==> src/rtl/core/rms_pkg.sv <==
// ----------------------------------------------------------------------------
// rms_pkg
// widths, register codes, state types and the half-sine band weight table
// ----------------------------------------------------------------------------
package rms_pkg;

  localparam int SAMPLE_W   = 16;
  localparam int MAG_W      = 16;
  localparam int SQ_W       = 31;
  localparam int SUM_W      = 46;
  localparam int CNT_W      = 16;
  localparam int BLEN_W     = 16;
  localparam int GAIN_W     = 8;
  localparam int CFG_W      = 16;
  localparam int CFG_ADDR_W = 1;
  localparam int RMS_W      = 16;
  localparam int REM_W      = 18;
  localparam int SUB_W      = 20;
  localparam int RAD_W      = 32;
  localparam int LEVEL_W    = 16;
  localparam int BIDX_W     = 4;
  localparam int P1_W       = 31;
  localparam int P2_W       = 38;
  localparam int ROUND_SH   = 19;

  localparam int DIV_STEPS  = SUM_W;
  localparam int SQRT_STEPS = RAD_W / 2;
  localparam int STEP_W     = $clog2(DIV_STEPS);

  localparam int BAND_COUNT = 16;
  localparam int BAND_W     = (BAND_COUNT > 1) ? $clog2(BAND_COUNT) : 1;

  localparam logic [BLEN_W-1:0]  BLEN_RESET = 16'd1024;
  localparam logic [GAIN_W-1:0]  GAIN_RESET = 8'd80;
  localparam logic [LEVEL_W-1:0] FULL_SCALE = 16'h8000;
  localparam logic [63:0]        PI_Q30     = 64'd3373259426;

  localparam logic [CFG_ADDR_W-1:0] REG_BLOCK_LENGTH = 1'b0;
  localparam logic [CFG_ADDR_W-1:0] REG_LEVEL_GAIN   = 1'b1;

  typedef enum logic [1:0] {ACC_IDLE, ACC_SQ, ACC_ADD} acc_state_t;
  typedef enum logic [1:0] {RT_IDLE, RT_DIV, RT_SQRT} root_state_t;
  typedef enum logic [1:0] {BD_IDLE, BD_MUL1, BD_MUL2, BD_EMIT} band_state_t;

  typedef struct packed {
    logic busy;
    logic blk_end;
  } acc_stat_t;

  typedef struct packed {
    logic busy;
    logic done;
  } root_stat_t;

  typedef logic [LEVEL_W-1:0] weight_tab_t [BAND_COUNT];

  localparam logic [7:0] TAYLOR_DIV [5] = '{8'd6, 8'd20, 8'd42, 8'd72, 8'd110};

  // sin(pi*i/n) in unsigned q1.15 by truncated taylor series, elaboration only
  function automatic weight_tab_t build_weights();
    weight_tab_t        tab;
    logic [63:0]        j;
    logic [63:0]        x;
    logic [63:0]        x2;
    logic [63:0]        term;
    logic [63:0]        rnd;
    logic signed [63:0] acc;
    for (int i = 0; i < BAND_COUNT; i++) begin
      j = 64'(i);
      if (64'(BAND_COUNT - i) < j) begin
        j = 64'(BAND_COUNT - i);
      end
      x    = (PI_Q30 * j) / BAND_COUNT;
      x2   = (x * x) >> 30;
      term = x;
      acc  = signed'(x);
      for (int k = 1; k <= 5; k++) begin
        term = (term * x2) >> 30;
        term = term / 64'(TAYLOR_DIV[k-1]);
        if (k[0]) begin
          acc = acc - signed'(term);
        end else begin
          acc = acc + signed'(term);
        end
      end
      if (acc <= 0) begin
        tab[i] = '0;
      end else begin
        rnd = (64'(acc) + (64'd1 << 14)) >> 15;
        tab[i] = (rnd > 64'(FULL_SCALE)) ? FULL_SCALE : LEVEL_W'(rnd);
      end
    end
    return tab;
  endfunction

  localparam weight_tab_t WEIGHTS = build_weights();

endpackage

==> src/rtl/core/rms_block_level_meter_top.sv <==
// ----------------------------------------------------------------------------
// rms_block_level_meter_top
// block rms level meter with a half-sine weighted bar display
// ----------------------------------------------------------------------------
// A sample word passes through the accumulator sequence (accept, square,
// add). The sample that completes a block then goes through a handoff into
// the divider, 46 restoring-division steps for the mean, 16 square-root
// steps and a handoff to the band stage; the division and square-root steps
// share one 20-bit subtractor. The 16 band words then follow, each through
// two multiplies and the rounding stage, which waits out any output stall.
// No new sample is taken until the last band word is in the output register;
// that word may wait there while samples flow again.
module rms_block_level_meter_top (
  input  logic                                  clk,
  input  logic                                  rst_n,
  input  logic                                  in_valid,
  output logic                                  in_stall,
  input  logic signed [rms_pkg::SAMPLE_W-1:0]   in_sample,
  output logic                                  out_valid,
  input  logic                                  out_stall,
  output logic        [rms_pkg::BIDX_W-1:0]     out_band_index,
  output logic        [rms_pkg::LEVEL_W-1:0]    out_level,
  output logic                                  out_last_band,
  input  logic                                  cfg_we,
  input  logic        [rms_pkg::CFG_ADDR_W-1:0] cfg_addr,
  input  logic        [rms_pkg::CFG_W-1:0]      cfg_wdata
);
  import rms_pkg::*;

  logic [BLEN_W-1:0] blen_r, blen_nxt;
  logic [GAIN_W-1:0] gain_r, gain_nxt;

  acc_stat_t         acc_stat;
  root_stat_t        root_stat;
  logic              band_busy;
  logic [SUM_W-1:0]  fin_sum;
  logic [CNT_W-1:0]  fin_cnt;
  logic [RMS_W-1:0]  rms;
  logic              take;

  always_comb begin
    blen_nxt = blen_r;
    gain_nxt = gain_r;
    if (cfg_we) begin
      unique case (cfg_addr)
        REG_BLOCK_LENGTH: blen_nxt = cfg_wdata[BLEN_W-1:0];
        REG_LEVEL_GAIN:   gain_nxt = cfg_wdata[GAIN_W-1:0];
        default: begin
          blen_nxt = blen_r;
        end
      endcase
    end
  end

  always_ff @(posedge clk) begin
    if (!rst_n) begin
      blen_r <= BLEN_RESET;
      gain_r <= GAIN_RESET;
    end else begin
      blen_r <= blen_nxt;
      gain_r <= gain_nxt;
    end
  end

  assign in_stall = acc_stat.busy || root_stat.busy || band_busy;
  assign take     = in_valid && !in_stall;

  rms_acc u_acc (
    .clk          (clk),
    .rst_n        (rst_n),
    .take         (take),
    .sample       (in_sample),
    .block_length (blen_r),
    .stat         (acc_stat),
    .fin_sum      (fin_sum),
    .fin_cnt      (fin_cnt)
  );

  rms_root u_root (
    .clk   (clk),
    .rst_n (rst_n),
    .start (acc_stat.blk_end),
    .sum   (fin_sum),
    .cnt   (fin_cnt),
    .stat  (root_stat),
    .rms   (rms)
  );

  rms_band u_band (
    .clk            (clk),
    .rst_n          (rst_n),
    .start          (root_stat.done),
    .rms            (rms),
    .gain           (gain_r),
    .busy           (band_busy),
    .out_valid      (out_valid),
    .out_stall      (out_stall),
    .out_band_index (out_band_index),
    .out_level      (out_level),
    .out_last_band  (out_last_band)
  );

endmodule

==> src/rtl/core/rms_acc.sv <==
// ----------------------------------------------------------------------------
// rms_acc
// squares each sample, sums the squares and counts samples until block end
// ----------------------------------------------------------------------------
module rms_acc (
  input  logic                                 clk,
  input  logic                                 rst_n,
  input  logic                                 take,
  input  logic signed [rms_pkg::SAMPLE_W-1:0]  sample,
  input  logic        [rms_pkg::BLEN_W-1:0]    block_length,
  output rms_pkg::acc_stat_t                   stat,
  output logic        [rms_pkg::SUM_W-1:0]     fin_sum,
  output logic        [rms_pkg::CNT_W-1:0]     fin_cnt
);
  import rms_pkg::*;

  acc_state_t         state_r, state_nxt;
  logic [MAG_W-1:0]   mag_r, mag_nxt;
  logic [SQ_W-1:0]    sq_r, sq_nxt;
  logic [SUM_W-1:0]   sum_r, sum_nxt;
  logic [CNT_W-1:0]   cnt_r, cnt_nxt;
  logic [SUM_W-1:0]   fin_sum_r, fin_sum_nxt;
  logic [CNT_W-1:0]   fin_cnt_r, fin_cnt_nxt;
  logic               end_r, end_nxt;

  logic [SUM_W-1:0]   sum_add;
  logic [CNT_W-1:0]   cnt_inc;
  logic [BLEN_W-1:0]  limit;
  logic               blk_done;
  logic [2*MAG_W-1:0] sq_full;

  assign sum_add  = sum_r + SUM_W'(sq_r);
  assign cnt_inc  = cnt_r + CNT_W'(1);
  assign limit    = (block_length == '0) ? BLEN_W'(1) : block_length;
  assign blk_done = (cnt_inc != '0) && (cnt_inc >= limit);
  assign sq_full  = (2*MAG_W)'(mag_r) * (2*MAG_W)'(mag_r);

  always_comb begin
    state_nxt   = state_r;
    mag_nxt     = mag_r;
    sq_nxt      = sq_r;
    sum_nxt     = sum_r;
    cnt_nxt     = cnt_r;
    fin_sum_nxt = fin_sum_r;
    fin_cnt_nxt = fin_cnt_r;
    end_nxt     = 1'b0;
    unique case (state_r)
      ACC_IDLE: begin
        if (take) begin
          mag_nxt   = sample[SAMPLE_W-1] ? MAG_W'(-sample) : MAG_W'(sample);
          state_nxt = ACC_SQ;
        end
      end
      ACC_SQ: begin
        sq_nxt    = sq_full[SQ_W-1:0];
        state_nxt = ACC_ADD;
      end
      ACC_ADD: begin
        if (blk_done) begin
          fin_sum_nxt = sum_add;
          fin_cnt_nxt = cnt_inc;
          sum_nxt     = '0;
          cnt_nxt     = '0;
          end_nxt     = 1'b1;
        end else begin
          sum_nxt = sum_add;
          cnt_nxt = cnt_inc;
        end
        state_nxt = ACC_IDLE;
      end
      default: begin
        state_nxt = ACC_IDLE;
      end
    endcase
  end

  always_ff @(posedge clk) begin
    if (!rst_n) begin
      state_r <= ACC_IDLE;
      sum_r   <= '0;
      cnt_r   <= '0;
      end_r   <= 1'b0;
    end else begin
      state_r <= state_nxt;
      sum_r   <= sum_nxt;
      cnt_r   <= cnt_nxt;
      end_r   <= end_nxt;
    end
  end

  always_ff @(posedge clk) begin
    mag_r     <= mag_nxt;
    sq_r      <= sq_nxt;
    fin_sum_r <= fin_sum_nxt;
    fin_cnt_r <= fin_cnt_nxt;
  end

  assign stat.busy    = (state_r != ACC_IDLE) || end_r;
  assign stat.blk_end = end_r;
  assign fin_sum      = fin_sum_r;
  assign fin_cnt      = fin_cnt_r;

endmodule

==> src/rtl/core/rms_root.sv <==
// ----------------------------------------------------------------------------
// rms_root
// mean by restoring division then integer square root, one shared subtractor
// ----------------------------------------------------------------------------
module rms_root (
  input  logic                          clk,
  input  logic                          rst_n,
  input  logic                          start,
  input  logic [rms_pkg::SUM_W-1:0]     sum,
  input  logic [rms_pkg::CNT_W-1:0]     cnt,
  output rms_pkg::root_stat_t           stat,
  output logic [rms_pkg::RMS_W-1:0]     rms
);
  import rms_pkg::*;

  root_state_t        state_r, state_nxt;
  logic [STEP_W-1:0]  step_r, step_nxt;
  logic [SUM_W-1:0]   src_r, src_nxt;
  logic [REM_W-1:0]   rem_r, rem_nxt;
  logic [RMS_W-1:0]   root_r, root_nxt;
  logic [CNT_W-1:0]   dvs_r, dvs_nxt;
  logic [RMS_W-1:0]   rms_r, rms_nxt;
  logic               done_r, done_nxt;

  logic [SUB_W-1:0]   sub_a;
  logic [SUB_W-1:0]   sub_b;
  logic [SUB_W:0]     sub_d;
  logic               sub_ok;
  logic [SUM_W-1:0]   quo_shift;

  // shared subtract and compare
  assign sub_d  = {1'b0, sub_a} - {1'b0, sub_b};
  assign sub_ok = !sub_d[SUB_W];

  always_comb begin
    sub_a = '0;
    sub_b = '0;
    unique case (state_r)
      RT_DIV: begin
        sub_a = SUB_W'({rem_r[CNT_W-1:0], src_r[SUM_W-1]});
        sub_b = SUB_W'(dvs_r);
      end
      RT_SQRT: begin
        sub_a = {rem_r, src_r[SUM_W-1:SUM_W-2]};
        sub_b = SUB_W'({root_r, 2'b01});
      end
      default: begin
        sub_a = '0;
        sub_b = '0;
      end
    endcase
  end

  assign quo_shift = {src_r[SUM_W-2:0], sub_ok};

  always_comb begin
    state_nxt = state_r;
    step_nxt  = step_r;
    src_nxt   = src_r;
    rem_nxt   = rem_r;
    root_nxt  = root_r;
    dvs_nxt   = dvs_r;
    rms_nxt   = rms_r;
    done_nxt  = 1'b0;
    unique case (state_r)
      RT_IDLE: begin
        if (start) begin
          src_nxt   = sum;
          dvs_nxt   = cnt;
          rem_nxt   = '0;
          step_nxt  = '0;
          state_nxt = RT_DIV;
        end
      end
      RT_DIV: begin
        rem_nxt  = sub_ok ? REM_W'(sub_d[CNT_W-1:0]) : REM_W'(sub_a[CNT_W-1:0]);
        src_nxt  = quo_shift;
        step_nxt = step_r + STEP_W'(1);
        if (step_r == STEP_W'(DIV_STEPS - 1)) begin
          // mean never exceeds 2^30, low word is the radicand
          src_nxt   = {quo_shift[RAD_W-1:0], (SUM_W-RAD_W)'(0)};
          rem_nxt   = '0;
          root_nxt  = '0;
          step_nxt  = '0;
          state_nxt = RT_SQRT;
        end
      end
      RT_SQRT: begin
        rem_nxt  = sub_ok ? sub_d[REM_W-1:0] : sub_a[REM_W-1:0];
        root_nxt = {root_r[RMS_W-2:0], sub_ok};
        src_nxt  = {src_r[SUM_W-3:0], 2'b00};
        step_nxt = step_r + STEP_W'(1);
        if (step_r == STEP_W'(SQRT_STEPS - 1)) begin
          rms_nxt   = {root_r[RMS_W-2:0], sub_ok};
          done_nxt  = 1'b1;
          state_nxt = RT_IDLE;
        end
      end
      default: begin
        state_nxt = RT_IDLE;
      end
    endcase
  end

  always_ff @(posedge clk) begin
    if (!rst_n) begin
      state_r <= RT_IDLE;
      step_r  <= '0;
      done_r  <= 1'b0;
    end else begin
      state_r <= state_nxt;
      step_r  <= step_nxt;
      done_r  <= done_nxt;
    end
  end

  always_ff @(posedge clk) begin
    src_r  <= src_nxt;
    rem_r  <= rem_nxt;
    root_r <= root_nxt;
    dvs_r  <= dvs_nxt;
    rms_r  <= rms_nxt;
  end

  assign stat.busy = (state_r != RT_IDLE) || done_r;
  assign stat.done = done_r;
  assign rms       = rms_r;

endmodule

==> src/rtl/core/rms_band.sv <==
// ----------------------------------------------------------------------------
// rms_band
// scales rms by the band weight and gain, rounds, saturates, emits each band
// ----------------------------------------------------------------------------
module rms_band (
  input  logic                            clk,
  input  logic                            rst_n,
  input  logic                            start,
  input  logic [rms_pkg::RMS_W-1:0]       rms,
  input  logic [rms_pkg::GAIN_W-1:0]      gain,
  output logic                            busy,
  output logic                            out_valid,
  input  logic                            out_stall,
  output logic [rms_pkg::BIDX_W-1:0]      out_band_index,
  output logic [rms_pkg::LEVEL_W-1:0]     out_level,
  output logic                            out_last_band
);
  import rms_pkg::*;

  band_state_t         state_r, state_nxt;
  logic [BAND_W-1:0]   idx_r, idx_nxt;
  logic [P1_W-1:0]     p1_r, p1_nxt;
  logic [P2_W-1:0]     p2_r, p2_nxt;
  logic                ov_r, ov_nxt;
  logic [BIDX_W-1:0]   ob_r, ob_nxt;
  logic [LEVEL_W-1:0]  ol_r, ol_nxt;
  logic                olast_r, olast_nxt;

  logic [2*RMS_W-1:0]  mul1;
  logic [P2_W-1:0]     mul2;
  logic [P2_W:0]       rnd;
  logic [P2_W-ROUND_SH:0] lvl_raw;
  logic [LEVEL_W-1:0]  lvl;
  logic                is_last;
  logic [6:0]          idx_wide;
  logic                slot_free;

  assign mul1      = (2*RMS_W)'(rms) * (2*RMS_W)'(WEIGHTS[idx_r]);
  assign mul2      = P2_W'(p1_r) * P2_W'(gain);
  assign rnd       = {1'b0, p2_r} + ((P2_W+1)'(1) << (ROUND_SH - 1));
  assign lvl_raw   = rnd[P2_W:ROUND_SH];
  assign lvl       = (lvl_raw > (P2_W-ROUND_SH+1)'(FULL_SCALE)) ? FULL_SCALE
                                                               : lvl_raw[LEVEL_W-1:0];
  assign is_last   = (idx_r == BAND_W'(BAND_COUNT - 1));
  assign idx_wide  = 7'(idx_r);
  assign slot_free = !ov_r || !out_stall;

  always_comb begin
    state_nxt = state_r;
    idx_nxt   = idx_r;
    p1_nxt    = p1_r;
    p2_nxt    = p2_r;
    ov_nxt    = ov_r && out_stall;
    ob_nxt    = ob_r;
    ol_nxt    = ol_r;
    olast_nxt = olast_r;
    unique case (state_r)
      BD_IDLE: begin
        if (start) begin
          idx_nxt   = '0;
          state_nxt = BD_MUL1;
        end
      end
      BD_MUL1: begin
        p1_nxt    = mul1[P1_W-1:0];
        state_nxt = BD_MUL2;
      end
      BD_MUL2: begin
        p2_nxt    = mul2;
        state_nxt = BD_EMIT;
      end
      BD_EMIT: begin
        if (slot_free) begin
          ov_nxt    = 1'b1;
          ob_nxt    = idx_wide[BIDX_W-1:0];
          ol_nxt    = lvl;
          olast_nxt = is_last;
          if (is_last) begin
            state_nxt = BD_IDLE;
          end else begin
            idx_nxt   = idx_r + BAND_W'(1);
            state_nxt = BD_MUL1;
          end
        end
      end
      default: begin
        state_nxt = BD_IDLE;
      end
    endcase
  end

  always_ff @(posedge clk) begin
    if (!rst_n) begin
      state_r <= BD_IDLE;
      idx_r   <= '0;
      ov_r    <= 1'b0;
    end else begin
      state_r <= state_nxt;
      idx_r   <= idx_nxt;
      ov_r    <= ov_nxt;
    end
  end

  always_ff @(posedge clk) begin
    p1_r    <= p1_nxt;
    p2_r    <= p2_nxt;
    ob_r    <= ob_nxt;
    ol_r    <= ol_nxt;
    olast_r <= olast_nxt;
  end

  assign busy           = (state_r != BD_IDLE);
  assign out_valid      = ov_r;
  assign out_band_index = ob_r;
  assign out_level      = ol_r;
  assign out_last_band  = olast_r;

endmodule

==> config.mk <==
export PLATFORM = sky130hd
export DESIGN_NAME = rms_block_level_meter_top
export DESIGN_NICKNAME = d
export VERILOG_FILES = /design/src/rtl/core/rms_pkg.sv /design/src/rtl/core/rms_block_level_meter_top.sv /design/src/rtl/core/rms_acc.sv /design/src/rtl/core/rms_root.sv /design/src/rtl/core/rms_band.sv
export SDC_FILE = /design/constraint.sdc
export NUM_CORES = 2
export LEC_CHECK = 0
export ABC_AREA = 1
export BUFFER_PORTS_ARGS = -buffer_cell sky130_fd_sc_hd__clkbuf_2
export CAP_MARGIN = 15
export CORE_MARGIN = 10
export CORE_UTILIZATION = 59
export CTS_CLUSTER_SIZE = 28
export DETAILED_ROUTE_END_ITERATION = 10
export HOLD_SLACK_MARGIN = 0.03
export PLACE_DENSITY = 0.75
export SLEW_MARGIN = 20
export SYNTH_ARGS = -nofsm -noshare
export SYNTH_HDL_FRONTEND = slang
export SYNTH_SLANG_ARGS = --single-unit
==> constraint.sdc <==
create_clock -name clk -period 15.32 [get_ports clk]
set_input_delay 1.532 -clock clk [delete_from_list [all_inputs] [get_ports clk]]
set_output_delay 1.532 -clock clk [all_outputs]
set_load 0.01 [all_outputs]
* After elaboration in Yosys (flattened, before gate mapping)
Memory sizes are Yosys's and may differ from the RTL's. Cells that the tools add are included.
Storage, ports and cells: register bits after elaboration 416, bits in read-only memories 256, input port bits 38, output and inout bits 23, logic and storage cells 136, memories kept 1
Cells by class: add/sub/neg operators 7, multipliers 3, $lt $le $gt $ge 3, equal/unequal tests 17, multiplexer cells 39, bitwise operators 2, reduce and logical (&&, ||, !) cells 37
Memories:
- (no name shown) | words 16, bits a word 16, rd ports 1, clocked after Yosys merged registers in 0, wr ports 0, RTL line rms_band.sv:38 | assign mul1 = (2*RMS_W)'(rms) * (2*RMS_W)'(WEIGHTS[idx_r]);
Operators with widths (number):
- two-way mux 46 bit | 3
- one-hot mux 46 bit (3 select lines) | 1
- two-way mux 16 bit | 6
- multiplier 16 x 16 -> 31 bit | 2
- two-way mux 18 bit | 3
- one-hot mux 18 bit (3 select lines) | 1
- adder 46 x 31 -> 46 bit | 1
- one-hot mux 20 bit (2 select lines) | 1
- adder 38 x 19 -> 39 bit (second input constant) | 1
- multiplier 31 x 8 -> 38 bit | 1
- one-hot mux 18 bit (2 select lines) | 1
- one-hot mux 16 bit (2 select lines) | 1
- AND reduction 2 bit | 12
- subtractor 20 x 18 -> 21 bit | 1
- greater-than comparator 20 x 16 -> 1 bit (second input constant) | 1
- one-hot mux 6 bit (3 select lines) | 1
- adder 16 x 1 -> 16 bit (second input constant) | 1
- >= comparator 16 bit | 1
- logical NOT 16 bit | 1
- negator 16 bit | 1
- nonzero test 16 bit | 1
- two-way mux 15 bit | 1
- two-way mux 2 bit | 6
- two-way mux 4 bit | 3
- other kinds (26) | 56

* Longest topological paths before layout
depth in word-level cells 8, gate-level depth with buffers 33, depth with buffers taken out 32

* Modules after synthesis
A second synthesis with hierarchy kept.
Unflattened totals: cell total of the unflattened synthesis 5661, area, all modules 45478.6 µm²
By module, submodules not included:
- rms_band | instances 1, cells each 2505, area each 19691.4 µm², seq. area each 2302.2 µm²
- rms_acc | instances 1, cells each 2255, area each 17961.0 µm², seq. area each 4544.4 µm²
- rms_root | instances 1, cells each 759, area each 6822.8 µm², seq. area each 3543.4 µm²
- rms_block_level_meter_top | instances 1, cells each 142, area each 1003.5 µm², seq. area each 480.5 µm²

* Least setup slack after synthesis
Ideal clock, no wire load.
path type register -> register, from register u_band.idx_r[0], to register u_band.p1_r[28], data pin, arrival 6.267 ns, data required time 15.068 ns, path slack 8.801 ns, stages on the path, launching flop included 32, period minus slack after synthesis 6.519 ns, path through dfxtp_1 clkinv_1 ha_1 nand2_1 nand2_1 nand2_1 o21ai_0 inv_1 clkbuf_1 nand2_1 fa_1 inv_1 fa_1 inv_1 fa_1 inv_1 fa_1 fa_1 inv_1 fa_1 inv_1 ha_1 nand2_1 inv_1 nand2_1 nor3_1 nand4_1 nand3_1 a21o_1 nand2_1 nand3_1 nand2_1
Between the ends: cells in the longest elaborated chain, start to end 5
Ends and longest elaborated chain:
- start, declared | RTL line rms_band.sv:21 | logic [BAND_W-1:0] idx_r, idx_nxt;
- start signal, assigned | RTL line rms_band.sv:99 | idx_r <= idx_nxt;
- NOT 4 -> 5 bit (implied by the code) | RTL line rms_band.sv:38
- memory (16 x 16 bit)
- two-way mux 16 bit (implied by the code) (2 in series) | RTL line rms_band.sv:38
- multiplier 16 x 16 -> 31 bit | RTL line rms_band.sv:38
- net u_band.mul1[28] | RTL line rms_band.sv:29 | logic [2*RMS_W-1:0] mul1;
- end signal, assigned | RTL line rms_band.sv:105 | p1_r <= p1_nxt;
- end, declared | RTL line rms_band.sv:22 | logic [P1_W-1:0] p1_r, p1_nxt;
The timed path passes the listed nets, and every way through them passes these cells. The select of a mux whose other input is x is not followed. A chain may end at the register's enable or synchronous reset.

* Final worst setup path
Same ends and word-level chain as after synthesis.

==> metrics <==
I/O pin count just over 60; critical path's slowest cell o21ai_0; post-synthesis cell type count 49; 1st-pass router iterations 6; minimum clock period 7.434 ns; CTS Hold Bufs 0; Synth warnings 0; RSZ-0062 raised after global routing false; CTS Buffer Depth 3; port bufs 60; drt via density 5.451; # resized after CTS 0; worst-margin pin slew approximately 1.1 ns; Worst EP required about 16 ns; fmax ~130 MHz; clock-pin slew on the worst setup and hold paths ~0.060 ns; most frequent cells after synthesis nand2_1 (1313), inv_1 (1216), fa_1 (531); Area Growth Syn to Fin 5.558%; Routed WL between 100 and 150 mm; worst path bufs/invs 6; crit-path leading delay family adder cells; Die H between 200 and 300 um; post-synth net total 6361; critical path's largest stage delay approximately 0.71 ns; EDFF count, synth between 200 and 300; Total GRT Usage 0.2525; dominant cells by area after synthesis fa_1 (24%), edfxtp_1 (20%), nand2_1 (11%); cell accounting for the most synthesized area fa_1; Die X roughly 300 um; full die area approximately 0.086 mm2; share of the synthesized area in the top cell type 0.2411; Final HPWL DP between 80 and 90 mm; clock skew between 0.02 and 0.03 ns; MaxCap Viol Count 0; #FFs+latches synth 397; # nets final around 6300; # rows 100; dominant cell by count in the synthesized netlist nand2_1; largest net degree at the start of global routing 70; register area share after synthesis 0.2465; synthesized area per cell 8.084 um2; H-tree Lvls 2; Setup TNS Final 0 ns; worst hold path class flip-flop to flip-flop; drt wl/cell 16.82 um; CP startpoint kind flip-flop; Synth Flop Type edfxtp_1; crit path kind flip-flop to flip-flop; grt ovf 0; Arr. time, crit path 7.78 ns; layout cell share with drive strength beyond 1 0.03873; status finished, final reports clean; setup violators final 0; Final Hold Violating Endpoints 0; Initial Util 0.5933; CTS tree done; TritonCTS Buffers 45; area of the mapped netlist roughly 0.044 mm2; vias in the first global route between 30000 and 40000; fin crit share 0.4853; clock insertion delay at the later pin of the skew report around 0.61 ns; Antenna Nets Post-Route 0; DR DRC count 0; first-pass GRT wire length approximately 180 mm; critical path peak fanout 11; postcts setup bufs 0; first-iteration detailed-routing DRC count roughly 2700; max-slew violations 0; core area between 0.07 and 0.08 mm2; Final Wtd Congestion roughly 0.99; Async SR Flop Fraction 0; Slew headroom 0.2821; Num Clock Sinks 397; Worst setup EP type flip-flop; initial antenna violation count 6; root buf cell clkbuf_16; Syn Inst Count between 5000 and 6000; via count 34980; Worst path most repeated cell fa_1
state kept, by name (all words and copies together) (netlist names), 18 cells and up:
register and cells:
u_root.src_r 46, u_acc.sum_r 46, u_band.p1_r 31, u_root.rem_r 18
u_band.p2_r 20, u_acc.fin_sum 46, u_acc.sq_r 30
layout by cell type, fill, tap and decap left out, types with 17 or more instances in the layout:
cell type and count:
a21o_1 19, a21oi_1 279, buf_4 21, clkbuf_16 45, clkbuf_2 60, dfxtp_1 102
edfxtp_1 292, fa_1 531, ha_1 337, inv_1 1216, nand2_1 1313, nand3_1 199
nand3_2 24, nand4_1 43, nor2_1 400, nor3_1 32, o21ai_0 142, o21bai_1 20
o221ai_1 17, xnor2_1 39, xor2_1 107
stage by stage:
stage	setup WS (ns)	instance area, um2	cells	hold slack (ns)	util
floorplan	8.801	44100	5455	0.4003	-
global placement	8.140	45050	6333	0.4018	0.6061
detailed placement	8.013	45050	6333	0.4059	0.6062
CTS	7.992	46540	6417	0.4309	0.6262
global route	7.331	46550	6418	0.4362	0.6263
finish	7.886	46550	6418	0.4247	0.6263
kinds of logic after synthesis:
kind of cell,after synthesis,synth area share
xor+xnor,146,0.02900
simple gates,2057,0.1907
flops,397,0.2465
fa+ha+maj,868,0.3367
compound gates,586,0.07553
buf+inv,1401,0.1215
path summary, 6_finish.rpt:
check	from	end	slack, ns	cells after the start
hold / removal	u_acc.fin_cnt[12]$_DFFE_PP_	u_root.dvs_r[12]$_DFFE_PP_	0.42	0
hold reg to reg	u_acc.fin_cnt[12]$_DFFE_PP_	u_root.dvs_r[12]$_DFFE_PP_	0.42	0
setup reg to reg	u_band.idx_r[0]$_SDFFE_PN0P_	u_band.p1_r[28]$_DFFE_PN_	7.89	25
setup / recovery	u_band.idx_r[0]$_SDFFE_PN0P_	u_band.p1_r[28]$_DFFE_PN_	7.89	25
worst reg2reg max path, cell delays in order, from the launching register on:
cell and delay (ns):
dfxtp_1 0.49, clkinv_1 0.30, ha_1 0.30, o21ai_0 0.71
inv_1 0.46, nand2_1 0.21, fa_1 0.43, fa_1 0.54
inv_1 0.06, fa_1 0.50, fa_1 0.51, fa_1 0.57
inv_1 0.07, fa_1 0.48, inv_1 0.04, ha_1 0.36
nand2_1 0.10, inv_1 0.10, nand2_1 0.07, nor3_1 0.21
nand4_1 0.14, nand3_1 0.20, a21o_1 0.16, nand2_1 0.07
nand3_1 0.07, nand2_1 0.05
final cells by class:
class / instances / area, um2
Multi-Input combinational cell: 3657 / 27900
Fill cell: 6555 / 27770
Sequential cell: 397 / 10870
Inverter: 1229 / 4613
Tap cell: 969 / 1212
Clock buffer: 54 / 1160
Timing Repair Buffer: 81 / 457.9
Clock inverter: 30 / 331.6
Antenna cell: 1 / 2.502
layer usage:
metal,vias up,GRT usage,share of wire
li1,16720,-,-
met1,16980,0.3228,0.41
met2,1050,0.4333,0.49
met3,233,0.02853,0.056
met4,2,0.1013,0.041
met5,-,0,0.00010
Power is left out: the tool's default activity adds up to more than one toggle a clock period on the data nets, which glitch-free logic cannot reach.
